### config.mk
export PLATFORM = sky130hd
export DESIGN_NAME = tpc_stream_trigger_primitive_decoder
export DESIGN_NICKNAME = d
export VERILOG_FILES = /design/src/design/tpcd_pkg.sv /design/src/design/tpc_stream_trigger_primitive_decoder.sv /design/src/design/tpcd_decode.sv /design/src/design/tpcd_res_q.sv
export VERILOG_INCLUDE_DIRS = /design/src /design/src/design
export SDC_FILE = /design/constraint.sdc
export NUM_CORES = 1
export LEC_CHECK = 0
export BUFFER_PORTS_ARGS = -buffer_cell sky130_fd_sc_hd__buf_2
export CORE_MARGIN = 3
export CORE_UTILIZATION = 45
export DETAILED_ROUTE_END_ITERATION = 10
export GPL_TIMING_DRIVEN = 0
export PLACE_DENSITY = 0.69
export SETUP_SLACK_MARGIN = 0.2
export SLEW_MARGIN = 20
export SYNTH_ARGS = -nofsm -noshare
export SYNTH_HDL_FRONTEND = slang
export SYNTH_SLANG_ARGS = --single-unit
### constraint.sdc
create_clock -name clk -period 16.1 [get_ports clk]
set_input_delay 3.22 -clock clk [delete_from_list [all_inputs] [get_ports clk]]
set_output_delay 3.22 -clock clk [all_outputs]
set_load 0.1 [all_outputs]
### src/design/tpc_stream_trigger_primitive_decoder_macros.svh
// assertion macros shared by the tpc stream decoder modules
`ifndef TPC_STREAM_TRIGGER_PRIMITIVE_DECODER_MACROS_SVH
`define TPC_STREAM_TRIGGER_PRIMITIVE_DECODER_MACROS_SVH

// same-cycle implication, checked outside reset
`define TPCD_ASSERT_NOW(label, clk, rst_n, ante, cons, msg) \
	label: assert property (@(posedge clk) disable iff (!rst_n) (ante) |-> (cons)) \
		else $error(msg);

// next-cycle implication, checked outside reset
`define TPCD_ASSERT_NEXT(label, clk, rst_n, ante, cons, msg) \
	label: assert property (@(posedge clk) disable iff (!rst_n) (ante) |=> (cons)) \
		else $error(msg);

`endif

### src/design/tpcd_pkg.sv
// shared types and constants of the tpc stream trigger primitive decoder
package tpcd_pkg;

	localparam int MAX_RESULTS = 3;

	typedef enum logic [1:0] {
		KIND_FRAME   = 2'd0,
		KIND_FEM     = 2'd1,
		KIND_CHANNEL = 2'd2,
		KIND_PRIM    = 2'd3
	} kind_t;

	typedef struct packed {
		kind_t        kind;
		logic [23:0]  frame_number;
		logic         frame_missing;
		logic [4:0]   fem_number;
		logic [5:0]   channel_number;
		logic [11:0]  peak;
		logic [15:0]  duration;
		logic [27:0]  integral;
		logic [13:0]  start_time;
		logic         last;
	} result_t;

	typedef struct packed {
		logic         header_active;
		logic [3:0]   header_count;
		logic [11:0]  frame_high;
		logic [5:0]   frame_middle;
		logic [23:0]  expected_frame;
		logic [5:0]   current_channel;
		logic [13:0]  region_time;
		logic [11:0]  region_peak;
		logic [15:0]  region_count;
		logic [27:0]  region_sum;
	} state_t;

	// results of one word, compacted to the low slots
	typedef struct packed {
		result_t [MAX_RESULTS-1:0] r;
		logic [1:0]                cnt;
	} batch_t;

	localparam state_t STATE_RESET = '{expected_frame: '1, default: '0};

endpackage

### src/design/tpc_stream_trigger_primitive_decoder.sv
// top level of the tpc stream trigger primitive decoder
// path: a taken word is registered in the input stage, decoded, and its results registered in the queue
// throughput: one word per cycle while each word yields at most one result and results
// are taken every cycle; after a word with two or three results the next word with results
// waits in the input stage until the last of them is being taken
// reset: arst_n clears control and decoder state at once, expected frame goes to all ones
`include "tpc_stream_trigger_primitive_decoder_macros.svh"

module tpc_stream_trigger_primitive_decoder (
	input  logic        clk,
	input  logic        arst_n,
	input  logic        word_valid,
	output logic        word_ready,
	input  logic [31:0] word,
	output logic        res_valid,
	input  logic        res_ready,
	output logic [1:0]  kind,
	output logic [23:0] frame_number,
	output logic        frame_missing,
	output logic [4:0]  fem_number,
	output logic [5:0]  channel_number,
	output logic [11:0] peak,
	output logic [15:0] duration,
	output logic [27:0] integral,
	output logic [13:0] start_time,
	output logic        last
);

	// input stage: one registered word waiting for decode
	logic              valid_s1;
	logic [31:0]       word_s1;

	// decoder state: header tracking, frame bits, current channel and region
	tpcd_pkg::state_t  state_q;
	tpcd_pkg::state_t  state_nxt;
	tpcd_pkg::batch_t  batch;

	// queue side
	logic              can_load;
	logic              advance;
	logic              load;
	tpcd_pkg::result_t head;

	// a word with no results never waits; otherwise the queue must be free
	// by the coming edge, which lets a single-result word follow every cycle while results are taken
	assign advance    = valid_s1 && (batch.cnt == 2'd0 || can_load);
	assign load       = advance && batch.cnt != 2'd0;
	assign word_ready = !valid_s1 || advance;

	always_ff @(posedge clk or negedge arst_n) begin
		if (!arst_n) begin
			valid_s1 <= 1'b0;
		end else if (word_ready) begin
			valid_s1 <= word_valid;
		end
	end

	// payload only, no reset needed
	always_ff @(posedge clk) begin
		if (word_valid && word_ready) begin
			word_s1 <= word;
		end
	end

	// state moves exactly once per decoded item, in item order
	always_ff @(posedge clk or negedge arst_n) begin
		if (!arst_n) begin
			state_q <= tpcd_pkg::STATE_RESET;
		end else if (advance) begin
			state_q <= state_nxt;
		end
	end

	// all per-word decode: header count, frame rebuild, fem marker, both halves
	tpcd_decode u_decode (
		.word  (word_s1),
		.cur   (state_q),
		.nxt   (state_nxt),
		.batch (batch)
	);

	// output register plus room for the extra results of one word
	tpcd_res_q u_res_q (
		.clk       (clk),
		.arst_n    (arst_n),
		.load      (load),
		.batch     (batch),
		.res_ready (res_ready),
		.res_valid (res_valid),
		.head      (head),
		.can_load  (can_load)
	);

	assign kind           = head.kind;
	assign frame_number   = head.frame_number;
	assign frame_missing  = head.frame_missing;
	assign fem_number     = head.fem_number;
	assign channel_number = head.channel_number;
	assign peak           = head.peak;
	assign duration       = head.duration;
	assign integral       = head.integral;
	assign start_time     = head.start_time;
	assign last           = head.last;

	`TPCD_ASSERT_NEXT(a_s1_fill, clk, arst_n, word_valid && word_ready, valid_s1, "accepted item missing from input stage")
	`TPCD_ASSERT_NOW(a_hdr_idle, clk, arst_n, !state_q.header_active, state_q.header_count == 4'd0, "header count running while header inactive")
	`TPCD_ASSERT_NOW(a_region_empty, clk, arst_n, state_q.region_count == 16'd0, state_q.region_peak == 12'd0 && state_q.region_sum == 28'd0, "empty region holds peak or sum")

endmodule

### src/design/tpcd_decode.sv
// combinational decode of one readout word against the decoder state
module tpcd_decode (
	input  logic [31:0]      word,
	input  tpcd_pkg::state_t cur,
	output tpcd_pkg::state_t nxt,
	output tpcd_pkg::batch_t batch
);

	localparam logic [31:0] START_WORD     = 32'hFFFF_FFFF;
	localparam logic [31:0] IGNORE_WORD    = 32'hE000_0000;
	localparam logic [7:0]  FEM_MARKER     = 8'hF1;
	localparam logic [15:0] FEM_LOW        = 16'hFFFF;
	localparam logic [3:0]  HALF_CHANNEL   = 4'h1;
	localparam logic [1:0]  HALF_TIME      = 2'b01;
	localparam logic [3:0]  HALF_SAMPLE_A  = 4'h2;
	localparam logic [3:0]  HALF_SAMPLE_B  = 4'h3;
	localparam logic [3:0]  HDR_COUNT_MAX  = 4'd15;
	localparam logic [3:0]  HDR_FRAME_HIGH = 4'd5;
	localparam logic [3:0]  HDR_FRAME_LOW  = 4'd8;
	localparam logic [15:0] COUNT_MAX      = 16'hFFFF;
	localparam logic [27:0] SUM_MAX        = 28'hFFF_FFFF;

	typedef struct packed {
		tpcd_pkg::state_t  s;
		logic              emit;
		tpcd_pkg::result_t r;
	} half_t;

	function automatic half_t decode_half(tpcd_pkg::state_t s, logic [15:0] h);
		half_t       o;
		logic [11:0] smp;
		logic [28:0] sum_w;
		o      = '0;
		o.s    = s;
		smp    = h[11:0];
		sum_w  = {1'b0, s.region_sum} + {17'd0, smp};
		if (h[15:12] == HALF_CHANNEL) begin
			o.s.current_channel  = h[5:0];
			o.s.region_peak      = '0;
			o.s.region_count     = '0;
			o.s.region_sum       = '0;
			o.emit               = 1'b1;
			o.r.kind             = tpcd_pkg::KIND_CHANNEL;
			o.r.channel_number   = h[5:0];
		end else if (h[15:14] == HALF_TIME) begin
			if (s.region_count != '0 && s.region_peak != '0 && s.region_sum != '0) begin
				o.emit             = 1'b1;
				o.r.kind           = tpcd_pkg::KIND_PRIM;
				o.r.channel_number = s.current_channel;
				o.r.peak           = s.region_peak;
				o.r.duration       = s.region_count;
				o.r.integral       = s.region_sum;
				o.r.start_time     = s.region_time;
			end
			o.s.region_time  = h[13:0];
			o.s.region_peak  = '0;
			o.s.region_count = '0;
			o.s.region_sum   = '0;
		end else if (h[15:12] == HALF_SAMPLE_A || h[15:12] == HALF_SAMPLE_B) begin
			if (s.region_count != COUNT_MAX)
				o.s.region_count = s.region_count + 16'd1;
			if (smp > s.region_peak)
				o.s.region_peak = smp;
			o.s.region_sum = sum_w[28] ? SUM_MAX : sum_w[27:0];
		end
		return o;
	endfunction

	logic [15:0]       lo;
	logic [15:0]       hi;
	tpcd_pkg::state_t  s;
	half_t             lo_o;
	half_t             hi_o;
	logic [5:0]        low6;
	logic              got;
	logic [23:0]       fr;
	tpcd_pkg::result_t cand   [4];
	logic              cand_v [4];
	logic [1:0]        n;

	assign lo = word[15:0];
	assign hi = word[31:16];

	always_comb begin
		s      = cur;
		got    = 1'b0;
		low6   = '0;
		fr     = '0;
		lo_o   = '0;
		hi_o   = '0;
		for (int i = 0; i < 4; i++) begin
			cand[i]   = '0;
			cand_v[i] = 1'b0;
		end
		if (word == START_WORD) begin
			s.header_active = 1'b1;
			s.header_count  = 4'd1;
		end else if (word != IGNORE_WORD) begin
			if (s.header_active) begin
				if (s.header_count != HDR_COUNT_MAX)
					s.header_count = s.header_count + 4'd1;
				if (s.header_count == HDR_FRAME_HIGH) begin
					s.frame_high   = lo[11:0];
					s.frame_middle = hi[11:6];
				end
				if (s.header_count == HDR_FRAME_LOW) begin
					// low half wins when both halves are channel headers
					if (lo[15:12] == HALF_CHANNEL) begin
						got  = 1'b1;
						low6 = lo[11:6];
					end else if (hi[15:12] == HALF_CHANNEL) begin
						got  = 1'b1;
						low6 = hi[11:6];
					end
					if (got) begin
						fr                    = {s.frame_high, s.frame_middle, low6};
						cand_v[0]             = 1'b1;
						cand[0].kind          = tpcd_pkg::KIND_FRAME;
						cand[0].frame_number  = fr;
						cand[0].frame_missing = (s.expected_frame + 24'd1) != fr;
						s.expected_frame      = fr;
						s.header_active       = 1'b0;
						s.header_count        = '0;
					end
				end
			end
			if (hi[15:8] == FEM_MARKER && lo == FEM_LOW) begin
				cand_v[1]          = 1'b1;
				cand[1].kind       = tpcd_pkg::KIND_FEM;
				cand[1].fem_number = hi[4:0];
			end
			lo_o      = decode_half(s, lo);
			hi_o      = decode_half(lo_o.s, hi);
			s         = hi_o.s;
			cand_v[2] = lo_o.emit;
			cand[2]   = lo_o.r;
			cand_v[3] = hi_o.emit;
			cand[3]   = hi_o.r;
		end
	end

	// pack the emitted results in order and flag the final one
	always_comb begin
		batch = '0;
		n     = '0;
		for (int i = 0; i < 4; i++) begin
			if (cand_v[i] && n != 2'd3) begin
				batch.r[n] = cand[i];
				n          = n + 2'd1;
			end
		end
		for (int j = 0; j < tpcd_pkg::MAX_RESULTS; j++)
			batch.r[j].last = (n != 2'd0) && (2'(j) == n - 2'd1);
		batch.cnt = n;
	end

	assign nxt = s;

endmodule

### src/design/tpcd_res_q.sv
// result queue that takes a word's results at once and hands them out one per cycle while res_ready is high
`include "tpc_stream_trigger_primitive_decoder_macros.svh"

module tpcd_res_q (
	input  logic              clk,
	input  logic              arst_n,
	input  logic              load,
	input  tpcd_pkg::batch_t  batch,
	input  logic              res_ready,
	output logic              res_valid,
	output tpcd_pkg::result_t head,
	output logic              can_load
);

	tpcd_pkg::result_t pend_q [tpcd_pkg::MAX_RESULTS];
	logic [1:0]        cnt_q;
	logic              pop;

	assign res_valid = cnt_q != 2'd0;
	assign pop       = res_valid && res_ready;
	assign can_load  = (cnt_q == 2'd0) || (cnt_q == 2'd1 && pop);
	assign head      = pend_q[0];

	always_ff @(posedge clk or negedge arst_n) begin
		if (!arst_n) begin
			cnt_q <= '0;
		end else if (load) begin
			cnt_q <= batch.cnt;
		end else if (pop) begin
			cnt_q <= cnt_q - 2'd1;
		end
	end

	always_ff @(posedge clk) begin
		if (load) begin
			for (int i = 0; i < tpcd_pkg::MAX_RESULTS; i++)
				pend_q[i] <= batch.r[i];
		end else if (pop) begin
			for (int i = 0; i < tpcd_pkg::MAX_RESULTS - 1; i++)
				pend_q[i] <= pend_q[i+1];
		end
	end

	`TPCD_ASSERT_NOW(a_load_nonempty, clk, arst_n, load, batch.cnt != 2'd0 && can_load, "queue loaded with empty batch or while busy")
	`TPCD_ASSERT_NOW(a_tail_last, clk, arst_n, res_valid && cnt_q == 2'd1, head.last, "final queued result lacks last flag")
	`TPCD_ASSERT_NEXT(a_drain, clk, arst_n, pop && cnt_q == 2'd1 && !load, !res_valid, "queue did not drain after final pop")

endmodule

== Yosys cells after proc, flatten, opt, wreduce, memory -nomap -nowiden ==
Memory sizes are Yosys's and may differ from the RTL's.
Index checks and enable logic that the tools add are counted.
W data, S select, Z words.

* Memories: 1
* Input bits: 36
* Bits in writable memories: 327
* Word-level logic and storage cells: 208
* Bits in registers: 158

{| class="wikitable"
|+ Memories
! name !! depth !! width !! read ports !! clocked after memory_dff !! write ports !! RTL line !! source
|-
| u_res_q.pend_q || 3 || 109 || 3 || 0 || 3 || tpcd_res_q.sv:15 || <nowiki>tpcd_pkg::result_t pend_q [tpcd_pkg::MAX_RESULTS];</nowiki>
|}

* Reductions and logical operators: 44
* Bitwise gates (word level): 3
* Equal/unequal tests: 24
* Mux-type cells: 104
* $lt $le $gt $ge: 8
* Add/subtract/negate cells: 11

{| class="wikitable"
|+ Operators with widths
! cell !! number
|-
| $bwmux W327 || 3
|-
| $mux W327 || 3
|-
| $demux W109 S2 || 3
|-
| $mux W109 || 6
|-
| $mux W218 || 2
|-
| $mux W76 || 4
|-
| $mux W59 || 4
|-
| $mux W56 || 4
|-
| $mux W70 || 2
|-
| $mux W123 || 1
|-
| $mux W27 || 4
|-
| $mux W18 || 4
|-
| $mux W6 || 10
|-
| $add A28 B12 Y29 || 2
|-
| $mux W14 || 4
|-
| $mux W28 || 2
|-
| $reduce_bool A28 Y1 || 2
|-
| $mux W24 || 2
|-
| $mux W47 || 1
|-
| $add A16 B1 Y16 const B || 2
|-
| $eq A32 B32 Y1 const B || 1
|-
| $mux W16 || 2
|-
| $ne A16 B16 Y1 const B || 2
|-
| $ne A32 B32 Y1 const B || 1
|-
| 43 further kinds || 123
|}

== Longest topological paths before layout ==
Gate-level depths: netlist of run 1.

* Depth after elaboration: 33
* Mapped depth: 24
* Depth with buffers taken out: 23

== Hierarchy ==
From an unflattened synthesis of run 1, not the netlist that was laid out.

* Cell total of the unflattened synthesis: 2,778
* Area total of the unflattened synthesis: 31,149.9 um2

{| class="wikitable"
|+ Modules (own cells, without submodules)
! module !! cells an instance !! sequential area each (um2) !! area an instance (um2) !! instances
|-
| tpcd_res_q || 697 || 9,869.5 || 13,872.1 || 1
|-
| tpcd_decode || 1,780 || 0.0 || 11,365.9 || 1
|-
| tpc_stream_trigger_primitive_decoder || 301 || 4,093.9 || 5,911.9 || 1
|}

== Least setup slack after synthesis of run 1 ==
No wires, ideal clock.

* Path kind: register -> register
* Start: register word_s1[29]
* End: memory u_res_q.pend_q[0][0] (netlist name), enable pin
* Arrival: 8,146 ps
* Buffers on the path: 1
* Clock period less this slack: 10,171 ps
* Setup slack: 5,929 ps
* Cell stages (with the launch flop): 17
* Data required time: 14,075 ps
* Cell sequence: edfxtp_1 nor4b_1 clkbuf_1 nor2_1 nor3_1 and2_1 inv_1 ha_1 or3_1 nand2_1 inv_1 ha_1 nand2b_1 nor2_1 a211oi_1 a311o_1 nand3_1

{| class="wikitable"
|+ RTL lines
! item !! RTL line !! source
|-
| from (decl) || tpc_stream_trigger_primitive_decoder.sv:31 || <nowiki>logic [31:0] word_s1;</nowiki>
|-
| from (signal assigned) || tpc_stream_trigger_primitive_decoder.sv:61 || <nowiki>word_s1 <= word;</nowiki>
|-
| to (decl) || tpcd_res_q.sv:15 ||
|}

== Worst setup path in the final report of run 1 ==
* Start: register word_s1[12]
* End: output port word_ready

* Longest elaborated chain between the ends: 25
* Elaborated cells between the ends (all ways): 49
* Those cells by class: 3 x add/sub; 9 x eq/ne; 23 x mux; 14 x reduce/logical

{| class="wikitable"
|+ Ends and longest elaborated chain
! item !! RTL line !! source
|-
| $eq A4 B1 Y1 || tpcd_decode.sv:37, tpcd_decode.sv:108 ||
|-
| $mux W1 || tpcd_decode.sv:108 || <nowiki>if (lo[15:12] == HALF_CHANNEL) begin</nowiki>
|-
| $mux W1 || tpcd_decode.sv:106 || <nowiki>if (s.header_count == HDR_FRAME_LOW) begin</nowiki>
|-
| $mux W1 || tpcd_decode.sv:99 || <nowiki>if (s.header_active) begin</nowiki>
|-
| $mux W1 || tpcd_decode.sv:98 || <nowiki>end else if (word != IGNORE_WORD) begin</nowiki>
|-
| $mux W1 || tpcd_decode.sv:95 || <nowiki>if (word == START_WORD) begin</nowiki>
|-
| $mux W1 || tpcd_decode.sv:115 || <nowiki>if (got) begin</nowiki>
|-
| $mux W1 || tpcd_decode.sv:106 ||
|-
| $mux W1 || tpcd_decode.sv:99 ||
|-
| $mux W4 || tpcd_decode.sv:98 ||
|-
| $mux W4 (*) || tpcd_decode.sv:95 ||
|-
| branches (longest 9 deep; another with $add A2 B1 Y2) || -- ||
|-
| $mux W2 (*) || tpcd_decode.sv:147 || <nowiki>if (cand_v[i] && n != 2'd3) begin</nowiki>
|-
| $logic_not A2 Y1 (*) || tpc_stream_trigger_primitive_decoder.sv:46 || <nowiki>assign advance = valid_s1 && (batch.cnt == 2'd0 || can_load);</nowiki>
|-
| $logic_or A1 B1 Y1 (*) || tpc_stream_trigger_primitive_decoder.sv:46 ||
|-
| $logic_and A1 B1 Y1 (*) || tpc_stream_trigger_primitive_decoder.sv:46 ||
|-
| $logic_or A1 B1 Y1 (*) || tpc_stream_trigger_primitive_decoder.sv:48 || <nowiki>assign word_ready = !valid_s1 || advance;</nowiki>
|-
| to (decl) || tpc_stream_trigger_primitive_decoder.sv:13 || <nowiki>output logic word_ready,</nowiki>
|}

Every way passes the cells marked *. The select of a mux whose other input is x is not followed.

==> results of run 1 <==
through the flow:
step	cell area, sq um	utilization (%)	worst slack, ns	hold WS [ns]	power, mW
after floorplan	26640	-	5.929	0.4525	3.749
after global placement	28330	48.73	0.5604	0.4630	4.391
after detailed placement	28630	49.24	6.236	0.4762	4.376
after CTS	30260	52.06	5.542	0.4844	5.537
after global routing	30270	52.07	5.166	0.5070	5.769
final	30270	52.07	5.294	0.4802	5.555
logic make-up (layout without fill, tap and decap cells):
family	after synthesis	in the layout	synth area share, %
AOI/OAI and AO/OA	758	758	18.26
other	1	5	0.01408
buffers and inverters	399	648	7.687
adders and majority gates	68	68	3.251
muxes	107	107	4.478
xor gates and xnor gates	83	83	2.730
DFF	430	430	46.23
and+or+nand+nor	958	958	17.35
power by group through the flow:
stage / registers, mW / logic [mW] / clock network (mW)
4_1_cts: 1.81 / 2.56 / 1.17
6_report: 1.81 / 2.59 / 1.16
5_1_grt: 1.84 / 2.72 / 1.22
3_5_place_dp: 1.82 / 2.55 / 0
2_1_floorplan: 1.82 / 1.93 / 0
3_3_place_gp: 1.91 / 2.48 / 0
worst max path at each step:
stage                                     start                         endpoint  slack [ns]  cells past startpoint
after floorplan           word_s1[29]$_DFFE_PP_   u_res_q.pend_q[0][0]$_DFFE_PP_        5.93                     16
final                     word_s1[12]$_DFFE_PP_                       word_ready        5.29                     19
after detailed placement  word_s1[13]$_DFFE_PP_                       word_ready        6.24                     19
after global placement    word_s1[13]$_DFFE_PP_  u_res_q.pend_q[0][54]$_DFFE_PP_        0.56                     17
after CTS                 word_s1[13]$_DFFE_PP_                       word_ready        5.54                     19
after global routing      word_s1[13]$_DFFE_PP_                       word_ready        5.17                     19
flip-flops by register name, indices dropped and copies added (netlist names):
signal	cells
word_s1	32
state_q	123
u_res_q.cnt_q	2
u_res_q.pend_q	272
valid_s1	1
Yosys cell counts (all sizes together), types with 18 or more instances:
| library cell | number | area, sq um |
|---|---|---|
| nor4 | 38 | 259.0 |
| inv | 76 | 285.3 |
| nand3 | 199 | 996.0 |
| clkbuf | 132 | 495.5 |
| nand2 | 166 | 623.1 |
| mux2 | 67 | 792.0 |
| and3 | 22 | 137.6 |
| mux2i | 40 | 400.4 |
| a31oi | 35 | 219.0 |
| buf | 191 | 1266 |
| o211ai | 24 | 185.2 |
| xnor2 | 55 | 481.7 |
| ha | 66 | 825.8 |
| a21o | 19 | 142.6 |
| nand4 | 41 | 269.0 |
| a21oi | 249 | 1246 |
| xor2 | 28 | 245.2 |
| o31ai | 40 | 300.3 |
| dfstp | 24 | 630.6 |
| a211oi | 25 | 207.7 |
| nand2b | 18 | 112.6 |
| nor3 | 52 | 271.5 |
| dfrtp | 102 | 2552 |
| a22oi | 130 | 975.9 |
| o21ai | 128 | 644.4 |
| nor2 | 328 | 1249 |
| edfxtp | 304 | 9129 |
| o22ai | 21 | 131.4 |
cell type report:
type	instances	area, sq um	share of cell area, %
Buffer	323	1762	5.820
Multi-Input combinational cell	1979	12340	40.78
Tap cell	765	957.2	3.162
Inverter	76	285.3	0.9425
Sequential cell	430	12310	40.67
Timing Repair Buffer	157	973.4	3.216
Clock inverter	32	347.8	1.149
Clock buffer	60	1289	4.258
layer usage:
| layer | vias up | part of all wire (%) | wire length, um | GRT usage (%) |
|---|---|---|---|---|
| li1 | 10713 | - | - | - |
| met1 | 11767 | 41 | 41170 | 43.88 |
| met2 | 1499 | 43 | 43960 | 48.07 |
| met3 | 315 | 11 | 11000 | 7.100 |
| met4 | 2 | 5.4 | 5457 | 14.03 |
| met5 | - | 0.014 | 14 | 0 |
worst max-delay path, stage by stage (launching register included):
cell                       delay, ns
sky130_fd_sc_hd__edfxtp_1       0.68
sky130_fd_sc_hd__nor2b_1        0.25
sky130_fd_sc_hd__o21ba_2        0.32
sky130_fd_sc_hd__clkbuf_1       0.83
sky130_fd_sc_hd__clkbuf_1       0.63
sky130_fd_sc_hd__clkbuf_1       0.61
sky130_fd_sc_hd__clkbuf_1       0.59
sky130_fd_sc_hd__nor2_1         0.24
sky130_fd_sc_hd__inv_1          0.17
sky130_fd_sc_hd__ha_1           0.22
sky130_fd_sc_hd__o21ai_0        0.10
sky130_fd_sc_hd__nor4_1         0.18
sky130_fd_sc_hd__nand4_1        0.25
sky130_fd_sc_hd__nand3_1        0.30
sky130_fd_sc_hd__a211oi_2       0.14
sky130_fd_sc_hd__or3_1          0.41
sky130_fd_sc_hd__buf_2          0.17
sky130_fd_sc_hd__o22ai_1        0.37
sky130_fd_sc_hd__nand3_1        0.16
sky130_fd_sc_hd__buf_2          0.34
==> impl.org, run 1 <==
** Placed design
- After legalization and detailed placement, the total HPWL measured between 70000 and 80000 um.
- Final Wtd Congestion :: around 1.0
- Input and output buffers added on the ports amount to 146.
- Post-placement cell count :: roughly 3.7k

** Clock network
- Clock slew seen by the registers of the worst setup and hold paths :: around 0.06 ns
- CTS built an H-tree with a depth of 2.
- Number of sinks handled by clock tree synthesis :: 430
- Post-CTS repair changed the size of 0 cells.
- Maximum root-to-sink buffer count :: 3
- CTS tree :: built
- TritonCTS Buffers :: 49
- Clk Tree Root Cell :: sky130_fd_sc_hd__clkbuf_16
- Post-CTS timing repair inserted 0 buffers for setup.
- Worst skew pair latency :: a little over 0.6 ns
- Number of hold buffers added after cts :: 0

** Run status
- Result of the run :: finished, final reports clean

** Layout
- For this run, the post-layout net count is 3120.
- Counting the fill cells in the layout gives ~5.4k.
- In the layout the commonest cells are sky130_fd_sc_hd__nor2_1 (323), sky130_fd_sc_hd__edfxtp_1 (304), sky130_fd_sc_hd__a21oi_1 (249).
- Post-Layout Cell Count :: between 3k and 4k
- The post-route netlist has ~17% of its cells at a drive strength greater than 1.
- Synthesis-to-finish area growth :: 13.67%
- Ant. Diodes :: 0
- Most common cell after layout, fill and taps aside :: sky130_fd_sc_hd__nor2_1

** Power and ir drop
- The share of total power dissipated in sequential elements is 32.6%.
- In this run the power density over the cells is between 150 and 200 nW/um^2.
- Combinational logic is responsible for 46.6% of the overall power.
- Internal power summed over all cells :: 2.914 mW
- Of the total power, the clock network draws a little over a fifth.
- Psw :: 2.641 mW
- In this run the static leakage power is between 10 and 15 nW.
- The worst-case IR drop observed on VDD is ~0.00022 V.
- Fraction of power spent switching nets :: between 40% and 50%

** Timing
- Share of the clock period used by the worst path after layout :: between 60% and 70%
- The worst path in the final design needs a cycle of 10.81 ns, including I/O delays and setup.
- Fin. Hold Viols :: 0
- Adding up every negative setup slack in the final design gives 0 ns.
- Worst setup skew after layout :: ~0.025 ns
- Static timing analysis puts the maximum clock frequency at 92.54 MHz.
- The number of pins with negative max-slew slack in the final report was 0.
- At the pin with the least slew margin, the transition time is approximately 1.3 ns.
- Final Setup Violations :: 0
- Tightest slew margin relative to the limit :: between 10% and 20%
- Setup repair after global routing left no endpoint under its margin.

** Routing
- DRC violation total after the first TritonRoute iteration :: 2641
- Initial DRT Pass Iterations :: 6
- The detail route stage leaves a number of antenna-violating nets equal to 0.
- After detailed routing, the number of remaining DRC violations is 0.
- Dividing the detail-routed wire length by the instance count gives approximately 27 um.
- Summed over all layers, the routed wires come to 101600 um.
- For this block, the via count after detailed routing is about 24k.
- Via density :: roughly 6.4

** Min path
- Counting instances, the worst hold path has a depth of 2.
- The worst hold path terminates at state_q[96]$_DFFE_PN1P_.
- Class of the most critical hold timing path :: flip-flop to flip-flop
- In this run the most critical hold path is launched from state_q[96]$_DFFE_PN1P_.

** Synthesis
- EDFF count, synth :: 304
- Sequential elements use between 40% and 50% of the synthesized area.
- In the synthesized netlist the dominant register cell turns out to be sky130_fd_sc_hd__edfxtp_1.
- Seq cells post-synth :: 430
- Counting every instance in the synthesized netlist gives approximately 2.8k.
- The number of different library cells used by synthesis comes to between 90 and 100.
- After synthesis, the mean cell area works out to ~9.5 sq um.
- The cell area that synthesis handed to floorplanning was ~27000 sq um.
- For this run, the number of Yosys warnings is 0.
- Async S/R FF share, synth :: approximately 30%

** Floorplan
- The floorplan step set the die height to 249.3 um.
- I/O Pins :: about 150
- After floorplanning, the core was divided into 88 placement rows.
- The total area inside the core boundary comes to roughly 58000 sq um.
- The die covers between 60000 and 70000 sq um.
- For this configuration, the core starts out at a cell density of about 46%.
- Die Width :: between 200 and 250 um

** Worst setup path
- The worst register-to-register path ends at u_res_q.pend_q[0][59]$_DFFE_PP_.
- Kind of end point of the critical path :: output port
- Flop2flop setup slack :: 7.52 ns
- In this run the worst path has a maximum fanout of 10.
- The startpoint identified for the worst register-to-register timing path is word_s1[12]$_DFFE_PP_.
- STA classifies the critical path startpoint as a flip-flop.
- Worst path required time :: ~13 ns
- Number of cells traversed by the worst register-to-register path :: 21
- Data on the critical path arrives at its endpoint at roughly 7.6 ns.
- Startpoint-to-endpoint class of the critical path :: flip-flop to output port

** Global routing
- Sum of overflow across all layers after global routing :: 0
- Entering global routing, the biggest net connects 70 pins.
- Total global-route track usage :: 31.80%
- Number of antenna violations at the first check in global routing :: 2
- Via count of the first global-routing pass :: between 20k and 25k
- The first global-routing pass estimated 150400 um of wire.

** Run
- Max-capacitance violation count :: 0
Note: power is estimated with default switching activity, not from simulation.
==> run 2: changes to the inputs <==
ABC_AREA = 1   (was default)
PLACE_DENSITY = 0.71   (was 0.69)
clock period = 9.21 ns   (was 16.1 ns; I/O delays follow)
==> run 2 against run 1 <==
Net effect: sequential power is 95% higher; total power is 120% higher; worst hold slack better by 0.0036 ns; worst setup slack worse by 3.9 ns; sequential share of layout area is 1.4 points lower; critical path depth is 2 higher; utilization is 0.41 points lower; critical path type unchanged; largest power group unchanged; highest routed layer is now met4.
==> impl.org, run 2 <==
** Power and ir drop
- The power per cell area was 396.1 nW/um^2 (was 183.5 nW/um^2).
- The leakage power of the design came to 13.96 nW (was 11.58 nW).
- Total chip power :: 12.42 mW (was 5.555 mW)
- The worst vdd rail ir drop is 0.0002883 V (was 0.0002205 V).

** Floorplan
- The area of the core was 60700 sq um (was 58140 sq um).
- The number of top-level pins was 147 (unchanged).
- Full die area :: 64670 sq um (was 62130 sq um)
- Die Width :: 254.3 um (was 249.3 um)
- Std cell rows :: 90 (was 88)
- The initial core utilization was 45.71% (was 45.81%).
- Height of the die :: 254.3 um (was 249.3 um)

** Placed design
- Post-place instance area :: 29630 sq um (was 28630 sq um)
- Count of buffers from port buffering :: 146 (unchanged)
- Post-DP HPWL :: 65870 um (was 74370 um)
- Final Wtd Congestion :: 0.9658 (was 1.001)

** Clock network
- TritonCTS Buffers :: 48 (was 49)
- Post-cts gate resize count :: 0 (unchanged)
- Worst skew pair latency :: 0.59 ns (was 0.62 ns)
- The maximum buffer depth of the clock tree is 3 (unchanged).
- The number of buffers inserted by post-CTS setup repair was 0 (unchanged).
- CTS tree :: built (unchanged)
- The count of clock tree sinks is 430 (unchanged).
- The number of hold buffers added after cts was 0 (unchanged).
- # H-tree levels :: 2 (unchanged)
- The clock-pin slew on the worst setup and hold paths is 0.06 ns (about the same).
- The root cell of the clock tree was sky130_fd_sc_hd__clkbuf_16 (unchanged).

** Timing
- Slew @ Worst Pin :: 1.171 ns (was 1.264 ns)
- The summed negative setup slack over all endpoints came to 0 ns (unchanged).
- The final worst hold slack is 0.4838 ns (was 0.4802 ns).
- Fin. Hold Viols :: 0 (unchanged)
- Share of the clock period used by the worst path after layout :: between 80 and 90%
- The final setup violation count was 0 (unchanged).
- The final worst clock skew came to 0.02642 ns (was 0.02495 ns).
- For the finished layout, the period the worst path requires is just under 8 ns.
- For this run, the top clock speed supported by timing is ~130 MHz.
- The worst-case headroom to the max-slew limit came to 21.91% (was 15.75%).
- Setup repair after global routing missed its margin: no (unchanged).
- The number of pins with negative max-slew slack in the final report is 0 (unchanged).

** Run status
- Result of the run :: finished, final reports clean (unchanged)

** Layout
- Highest-count cells in the layout ignoring fill and taps :: sky130_fd_sc_hd__nand2_1 (1337), sky130_fd_sc_hd__nand3_1 (318), sky130_fd_sc_hd__edfxtp_1 (304) (was sky130_fd_sc_hd__nor2_1 (323), sky130_fd_sc_hd__edfxtp_1 (304), sky130_fd_sc_hd__a21oi_1 (249))
- The flip-flop count of the largest register, all copies and words added is 272 (unchanged).
- Most common cell after layout, fill and taps aside :: sky130_fd_sc_hd__nand2_1 (was sky130_fd_sc_hd__nor2_1)
- The antenna diode count was 0 (unchanged).
- Biggest regs :: u_res_q.pend_q: 272 flops, state_q: 123 flops, word_s1: 32 flops (unchanged)
- The total number of nets in the final design was 3991 (was 3120).
- The register ranked first by flip-flop count is u_res_q.pend_q (unchanged).
- Util after Layout :: 51.65% (was 52.07%)
- The relative area change from synthesis to final layout is 13.01% (was 13.67%).
- Final instance area :: 31350 sq um (was 30270 sq um)
- Proportion of layout cells with a drive suffix above 1 :: 12.69% (was 16.72%)

** Synthesis
- The cell area after synthesis was 27740 sq um (was 26630 sq um).
- Cell count after synthesis :: 3681 (was 2804)
- The cell type contributing the most total cell area after synthesis was sky130_fd_sc_hd__edfxtp_1 (unchanged).
- The sequential cell area fraction in the yosys report came to 44.38% (was 46.23%).
- Area contributors post-synth: sky130_fd_sc_hd__edfxtp_1 (33%), sky130_fd_sc_hd__nand2_1 (18%), sky130_fd_sc_hd__dfrtp_1 (9.2%), sky130_fd_sc_hd__nand3_1 (5.7%), sky130_fd_sc_hd__o21ai_0 (4.7%) (was sky130_fd_sc_hd__edfxtp_1 (34%), sky130_fd_sc_hd__dfrtp_1 (9.6%), sky130_fd_sc_hd__a21oi_1 (4.7%), sky130_fd_sc_hd__nor2_1 (4.6%), sky130_fd_sc_hd__nand3_1 (3.7%)).
- The count of flip-flops with a built-in enable after synthesis came to 304 (unchanged).
- The async set-reset flop share out of synthesis is 29.30% (unchanged).
- Top cells by count, synth :: sky130_fd_sc_hd__nand2_1 (1338), sky130_fd_sc_hd__nand3_1 (318), sky130_fd_sc_hd__edfxtp_1 (304) (was sky130_fd_sc_hd__nor2_1 (325), sky130_fd_sc_hd__edfxtp_1 (304), sky130_fd_sc_hd__a21oi_1 (249))
- The proportion of netlist area held by the largest area contributor is 32.90% (was 34.28%).
- The most used standard cell by instance count after synthesis is sky130_fd_sc_hd__nand2_1 (was sky130_fd_sc_hd__nor2_1).
- Seq cells post-synth :: 430 (unchanged)
- The yosys synthesis warning count was 0 (unchanged).
- The count of distinct cell types in the synthesized netlist was 51 (was 96).
- Top FF cell, synth :: sky130_fd_sc_hd__edfxtp_1 (unchanged)
- Average instance area after synthesis :: 7.537 sq um (was 9.497 sq um)

** Run
- Max-capacitance violation count :: 0 (unchanged)

** Routing
- The routed wire length came to 85550 um (was 101600 um).
- Final antenna-violating net count :: 0 (unchanged)
- Wire length per cell :: 18.18 um (was 26.59 um)
- The total iterations of the first detailed-routing run was 6 (unchanged).
- Vias :: 25.59k (was 24.30k)
- Remaining DRCs :: 0 (unchanged)
- The initial DRC count was 2714 (was 2641).
- The per-cell via count in the routed design was 5.439 (was 6.357).

** Min path
- Endpoint with the worst hold slack :: state_q[105]$_DFFE_PN0P_ (was state_q[96]$_DFFE_PN1P_)
- Count of cells along the worst hold path :: 2 (unchanged)
- Launch instance of the worst min-delay path :: state_q[105]$_DFFE_PN0P_ (was state_q[96]$_DFFE_PN1P_)
- The class of the tightest hold or removal check is flip-flop to flip-flop (unchanged).

** Global routing
- Via count of the first global-routing pass :: 23.56k (was 23.23k)
- Sum of overflow across all layers after global routing :: 0 (unchanged)
- The pin count of the biggest net entering global routing was 77 (was 70).
- The global-route wire length before repair is 131700 um (was 150400 um).
- Total global-route track usage :: 26.04% (was 31.80%)
- Number of antenna violations at the first check in global routing :: 0 (was 2)

** Worst setup path
- Kind of end point of the critical path :: output port (unchanged)
- Peak fanout along the critical path :: 10 (unchanged)
- R2r endpoint :: u_res_q.pend_q[0][40]$_DFFE_PP_ (was u_res_q.pend_q[0][59]$_DFFE_PP_)
- Arrival time of data at the critical path endpoint :: 5.94 ns (was 7.59 ns)
- CP Launch Type :: flip-flop (unchanged)
- The launch point of the worst reg-to-reg path is word_s1[15]$_DFFE_PP_ (was word_s1[12]$_DFFE_PP_).
- Startpoint-to-endpoint class of the critical path :: flip-flop to output port (unchanged)
- The number of cells traversed by the worst register-to-register path was 26 (was 21).
- The reg2reg setup slack was 2.42 ns (was 7.52 ns).
- The data required time of the worst path came to 7.37 ns (was 12.88 ns).
[run 2: cell count changes after synthesis, sizes merged, moves of 49 or more]
cell | previous run | this run
nand2 | 166 | 1351
inv | 76 | 268
mux2 | 67 | 0
o22ai | 21 | 70
a22oi | 130 | 1
nand3 | 199 | 325
o21ai | 128 | 272
a21oi | 249 | 54
[run 2: critical path, cell delays in order (launching register included)]
cell and delay [ns]:
sky130_fd_sc_hd__edfxtp_1 0.42, sky130_fd_sc_hd__nor2_2 0.21, sky130_fd_sc_hd__inv_2 0.06, sky130_fd_sc_hd__nor3_4 0.28
sky130_fd_sc_hd__inv_2 0.10, sky130_fd_sc_hd__clkbuf_1 0.51, sky130_fd_sc_hd__nand2_1 0.49, sky130_fd_sc_hd__inv_1 0.13
sky130_fd_sc_hd__nor3_1 0.50, sky130_fd_sc_hd__inv_1 0.18, sky130_fd_sc_hd__ha_1 0.35, sky130_fd_sc_hd__inv_1 0.10
sky130_fd_sc_hd__nand3_1 0.28, sky130_fd_sc_hd__o21ai_0 0.34, sky130_fd_sc_hd__inv_1 0.18, sky130_fd_sc_hd__ha_1 0.22
sky130_fd_sc_hd__inv_1 0.09, sky130_fd_sc_hd__nand3_1 0.10, sky130_fd_sc_hd__nand2_2 0.13, sky130_fd_sc_hd__nand2_4 0.08
sky130_fd_sc_hd__nand3_1 0.14, sky130_fd_sc_hd__buf_2 0.45
[run 2: stage by stage]
step,setup WS (ns),instances
2_1_floorplan,1.098,3685
3_3_place_gp,-2.089,4613
3_5_place_dp,2.244,4619
4_1_cts,1.549,4705
5_1_grt,1.093,4705
6_report,1.430,4705
[run 2: area by class of cell]
class	instances	area, sq um
Clock buffer	53	1271
Buffer	298	1738
Clock inverter	33	450.4
Inverter	269	1012
Tap cell	782	978.4
Timing Repair Buffer	152	883.3
Fill cell	5868	29340
Multi-Input combinational cell	2688	12710
Sequential cell	430	12310
[run 2: how the worst max path moves through the flow]
| stage | start | endpoint | slack [ns] |
|---|---|---|---|
| floorplan | word_s1[15]$_DFFE_PP_ | u_res_q.pend_q[0][0]$_DFFE_PP_ | 1.10 |
| global placement | word_s1[15]$_DFFE_PP_ | u_res_q.pend_q[0][24]$_DFFE_PP_ | -2.09 |
| detailed placement | word_s1[15]$_DFFE_PP_ | word_ready | 2.24 |
| CTS | word_s1[15]$_DFFE_PP_ | word_ready | 1.55 |
| global route | word_s1[15]$_DFFE_PP_ | word_ready | 1.09 |
| finish | word_s1[15]$_DFFE_PP_ | word_ready | 1.43 |
[run 2: logic make-up (layout without fill, tap and decap cells)]
kind of cell               count (synthesis)  count (layout)  synth area share (%)
buffers and inverters                    567             805                 9.904
DFF                                      430             430                 44.38
other                                      1               5               0.01352
AOI/OAI and AO/OA                        441             441                 8.709
and+or+nand+nor                         2091            2091                 31.25
xor gates and xnor gates                  83              83                 2.620
adders and majority gates                 68              68                 3.121
[run 2: power by group]
part           switching (mW)  total (mW)  internal [mW]  leakage, nW
clock                   0.835        2.11           1.28        0.827
combinational            5.19        6.78           1.59         8.53
sequential              0.383        3.53           3.15         4.60
total                    6.40        12.4           6.02         14.0
[run 2: layer usage]
metal	vias up	track usage (%)	share of wire, %
met2	1242	40.18	44
met3	175	4.416	10
met5	-	0	0
li1	12449	-	-
met4	0	8.929	3.4
met1	11724	37.21	43
